$ cat src/rtl/sfc_mul.sv
// Two-stage unsigned multiplier built from four half-width partial products.
module sfc_mul #(
   parameter int A_BITS = 32,
   parameter int B_BITS = 32
) (
   input  logic                       clock,
   input  logic [A_BITS-1:0]          a,
   input  logic [B_BITS-1:0]          b,
   output logic [A_BITS+B_BITS-1:0]   p
);

   localparam int HALF = ((A_BITS > B_BITS ? A_BITS : B_BITS) + 1) / 2;
   localparam int PPW  = 2 * HALF;
   localparam int SUMW = 4 * HALF;

   logic [PPW-1:0]  a_ext;
   logic [PPW-1:0]  b_ext;
   logic [PPW-1:0]  pp_ll_in, pp_lh_in, pp_hl_in, pp_hh_in;
   logic [PPW-1:0]  pp_ll_ff, pp_lh_ff, pp_hl_ff, pp_hh_ff;
   logic [SUMW-1:0] sum_in;
   logic [A_BITS+B_BITS-1:0] p_ff;

   assign a_ext = PPW'(a);
   assign b_ext = PPW'(b);

   always_comb begin
      pp_ll_in = PPW'(a_ext[HALF-1:0])   * PPW'(b_ext[HALF-1:0]);
      pp_lh_in = PPW'(a_ext[HALF-1:0])   * PPW'(b_ext[PPW-1:HALF]);
      pp_hl_in = PPW'(a_ext[PPW-1:HALF]) * PPW'(b_ext[HALF-1:0]);
      pp_hh_in = PPW'(a_ext[PPW-1:HALF]) * PPW'(b_ext[PPW-1:HALF]);
   end

   always_comb begin
      sum_in = SUMW'(pp_ll_ff) + (SUMW'(pp_lh_ff) << HALF) + (SUMW'(pp_hl_ff) << HALF)
             + (SUMW'(pp_hh_ff) << PPW);
   end

   always_ff @(posedge clock) begin
      pp_ll_ff <= pp_ll_in;
      pp_lh_ff <= pp_lh_in;
      pp_hl_ff <= pp_hl_in;
      pp_hh_ff <= pp_hh_in;
      p_ff     <= sum_in[A_BITS+B_BITS-1:0];
   end

   assign p = p_ff;

endmodule

$ cat config.mk
export PLATFORM = sky130hd
export DESIGN_NAME = sfc_mul
export DESIGN_NICKNAME = d
export VERILOG_FILES = /design/src/rtl/sfc_mul.sv
export SDC_FILE = /design/constraint.sdc
export NUM_CORES = 2
export LEC_CHECK = 0
export BUFFER_PORTS_ARGS = -buffer_cell sky130_fd_sc_hd__buf_2
export CAP_MARGIN = 20
export CORE_MARGIN = 8
export CORE_UTILIZATION = 66
export CTS_CLUSTER_DIAMETER = 50
export DETAILED_ROUTE_END_ITERATION = 16
export HOLD_SLACK_MARGIN = 0.03
export PLACE_DENSITY = 0.83
export SYNTH_ARGS = -nofsm -noshare
export SYNTH_HDL_FRONTEND = slang
export SYNTH_SLANG_ARGS = --single-unit
$ cat constraint.sdc
create_clock -name clock -period 16.2 [get_ports clock]
set_input_delay 3.24 -clock clock [delete_from_list [all_inputs] [get_ports clock]]
set_output_delay 3.24 -clock clock [all_outputs]
set_load 0.01 [all_outputs]
After elaboration in Yosys (flattened, before gate mapping) --
Index checks and enable logic that the tools add are counted.
Storage, ports and cells: register bits after elaboration 192, output and inout port bits 64, logic and storage cells 12
Operators by class: add/sub/neg operators 3, $mul 4
Operators by type and width (count):
- multiplier 16 x 16 -> 32 bit | 4
- adder 50 x 64 -> 64 bit | 1
- adder 49 x 48 -> 50 bit | 1
- adder 32 x 48 -> 49 bit | 1

Longest topological paths before layout --
depth after elaboration 3, mapped depth 24

Worst setup path after synthesis --
OpenSTA, ideal clock, no wires.
kind input to register, from in a[23], to reg pp_hl_ff[30], library setup time 123 ps, arrival 8868 ps, slack 7209 ps, stages 24, buffers on the path 1, path through clkbuf_1 nand2_1 fa_1 inv_1 fa_1 inv_1 fa_1 inv_1 fa_1 fa_1 inv_1 fa_1 inv_1 ha_1 a21o_1 a21oi_1 o221ai_1 a21o_1 a21oi_1 o21ai_1 a2111o_1 a31oi_1 o21ai_1 xor2_1
On the way: longest elaborated chain between the ends 1
Ends and longest elaborated chain:
- start, declared | line 7 | input logic [A_BITS-1:0] a,
- multiplier 16 x 16 -> 32 bit | line 29 | pp_hl_in = PPW'(a_ext[PPW-1:HALF]) * PPW'(b_ext[HALF-1:0]);
- net pp_hl_in[30] | line 18 | logic [PPW-1:0] pp_ll_in, pp_lh_in, pp_hl_in, pp_hh_in;
- end signal, assigned | line 41 | pp_hl_ff <= pp_hl_in;
- end, declared | line 19 | logic [PPW-1:0] pp_ll_ff, pp_lh_ff, pp_hl_ff, pp_hh_ff;
The timed path passes the listed nets, and every way through them passes these cells.

Worst setup path after layout --
from in b[1], to reg pp_hl_ff[30]
On the way: longest elaborated chain between the ends 1
Ends and longest elaborated chain:
- start, declared | line 8 | input logic [B_BITS-1:0] b,
- multiplier 16 x 16 -> 32 bit | line 29
- net pp_hl_in[30] | line 18
The timed path passes the listed nets, and every way through them passes these cells.

==> flow_summary_export.csv <==
group,metric,value,unit
cts,hold_buffers,0,
route,drt_wl_total,99330,um
synthesis,ys_types,67,
cts,post_cts_buffers,0,
route,vias,29750,
synthesis,syn-cell-area,40110,um2
synthesis,synth_seq_area_share,9.584,%
synthesis,syn-num-nets,5756,
grt,grt.overflow.total,0,
finish,syn_to_final_growth,3.894,%
setup_path,end_kind,"flip-flop",
timing,final-hold-violation-count,0,
setup_path,critPathSlowestCell,"buf_2",
timing,setup_tns,0,ps
timing,rsz0062_at_grt,"false",
die,fp-row-count,90,
grt,antenna_found_initial,12,
cts,worstSkewPairLatency,500,ps
die,ios,129,
place,io_buffers,128,
die,fp.coreArea,60250,um2
grt,grt_pass1_wl,163000,um
cts,cts_resized,0,
setup_path,crit_fanout,32,
place,gp_congestion,0.9059,
job,max_cap_violations,0,
setup_path,critical_path.cell_chain,"buf_2, nand2_1, fa_1, fa_1, fa_1, fa_1, inv_1, fa_1, inv_1, fa_1, inv_1, ha_1, a21o_1, a21oi_1, o221ai_1, a21o_1, a21oi_1, o21ai_1, a2111o_1, a31oi_1, o21ai_1, xor2_1",
cts,cts_tree,"built",
finish,layout_common_cells,"inv_1, fa_1, nand2_1, and2_1, ha_1",
setup_path,worst_setup_path_start_kind,"input port",
setup_path,crit_path_frequent_cell,"fa_1",
synthesis,syn_avg_cell_area,9.045,um2
cts,cts_sinks,192,
cts,cts-root-buf,"clkbuf_16",
setup_path,timing.critical_path.arrival,9950,ps
timing,finalCritPeriodShare,59.12,%
setup_path,path_class,"input port to flip-flop",
route,drt_iter0_drc,2269,
synthesis,synthArstFlopShare,0,%
grt,grt_max_degree,33,
timing,finClkSkew,19.11,ps
setup_path,ff2ff_setup_slack,12130,ps
finish,layout.cells.most_common,"inv_1",
timing,final_max_slew_viol_count,0,
route,wl_per_cell,19.15,um
route,drc_errors,0,
grt,grt_usage,29.51,%
die,fp.dieArea,68910,um2
synthesis,synth_top_area_share,40.38,%
cts,clkTransAtPathRegs,70,ps
timing,slew_headroom,37.97,%
setup_path,slowest_delay,610,ps
synthesis,ys.flop_type,"dfxtp_1",
timing,fin_crit,9577,ps
cts,htree_levels,4,
min_path,hold_class,"flip-flop to flip-flop",
timing,max_freq,0.1044,GHz
synthesis,synth-seq-cells,192,
timing,worst_pin_slew,930.5,ps
route,ant_nets,0,
setup_path,cp.required,16570,ps
finish,drive_gt1_share,4.273,%
place,hpwl,74600,um
cts,cts_buffer_depth,2,
synthesis,syn_inst,4434,
finish,final_nets,5710,
die,initial_utilization,66.57,%
synthesis,synth_largest_area_cell,"fa_1",
cts,cts_buffers,17,
route,firstDrtPassIters,8,
die,die_w,262.5,um
synthesis,yosysWarnings,0,
outcome,status,"completed",
synthesis,synth_area_leaders,"fa_1, ha_1, dfxtp_1, inv_1, and2_1",
grt,grt_pass1_vias,32340,
route,viasPerCell,5.735,
timing,setup_viol,0,
synthesis,synth_edf_count,0,
die,fp.dieH,262.5,um
==> cell usage after synthesis, types with 5 or more instances <==
library cell  instances
nand2_1             631
nand3_1              32
o21ai_0              54
o21bai_1             13
o211ai_1              6
ha_1                448
a21oi_1             124
and3_1               15
dfxtp_1             192
o21a_1               17
fa_1                809
a211oi_1              9
clkbuf_1            203
nor2_1               76
nand2b_1             17
nor3b_1               5
nor2b_1              13
a31oi_1              13
nand4_1              19
and2_1              473
xnor2_1              97
a21o_1               82
xor2_1               58
nor3_1               14
inv_1               947
==> per-layer routing <==
| layer | up-vias | global-route usage, % | share of wire [%] |
|---|---|---|---|
| li1 | 13150 | - | - |
| met1 | 14830 | 35.63 | 38 |
| met2 | 1476 | 49.39 | 48 |
| met3 | 282 | 8.036 | 10 |
| met4 | 10 | 13.02 | 4.4 |
| met5 | - | 0 | 0.075 |
==> critical path, delay by kind of cell <==
family	cells	cell delay [ps]
xor+xnor	1	150
simple gates	1	190
fa+ha+maj	7	3430
compound gates	9	2140
buf+inv	4	760
==> per-stage QoR <==
| step | setup WS (ps) | utilization (%) | instance area [um2] | hold WS [ps] | std cells |
|---|---|---|---|---|---|
| 2_1_floorplan | 7209 | - | 40110 | 309.6 | 4434 |
| 3_3_place_gp | 6360 | 68.11 | 41030 | 309.7 | 5151 |
| 3_5_place_dp | 6217 | 68.11 | 41030 | 313.2 | 5151 |
| 4_1_cts | 6737 | 69.14 | 41660 | 328.6 | 5182 |
| 5_1_grt | 6384 | 69.15 | 41660 | 333.5 | 5183 |
| 6_report | 6623 | 69.16 | 41670 | 327.7 | 5187 |
==> final cells by class <==
cell class | instances | area [um2]
antenna | 5 | 12.51
clock buffer | 17 | 425.4
clock inverter | 14 | 195.2
fill | 4508 | 18580
inverter | 947 | 3555
multi-input combinational | 3091 | 31930
sequential | 192 | 3844
tap | 782 | 978.4
timing repair buffer | 139 | 723.2
==> worst paths after layout <==
check / to / cells past startpoint / start
worst max-delay path: pp_hl_ff[30] / 22 / b[1]
worst min-delay path: p[4] / 0 / pp_ll_ff[4]
worst max register to register: p[61] / 14 / pp_ll_ff[17]
worst min register to register: p[4] / 0 / pp_ll_ff[4]
==> registers in the layout, indices dropped and copies added, names as in the netlist <==
register,flops
pp_lh_ff,32
pp_ll_ff,32
pp_hh_ff,32
pp_hl_ff,32
p,64
==> cells by family after synthesis <==
kind of cell    share of synthesized area [%]
flops                                   9.584
xor+xnor                                3.385
buf+inv                                 10.79
simple gates                            16.05
compound gates                          5.834
fa+ha+maj                               54.36
Power is not shown: default switching activity piles up to over one toggle a cycle in this logic, so the estimate is an artifact.
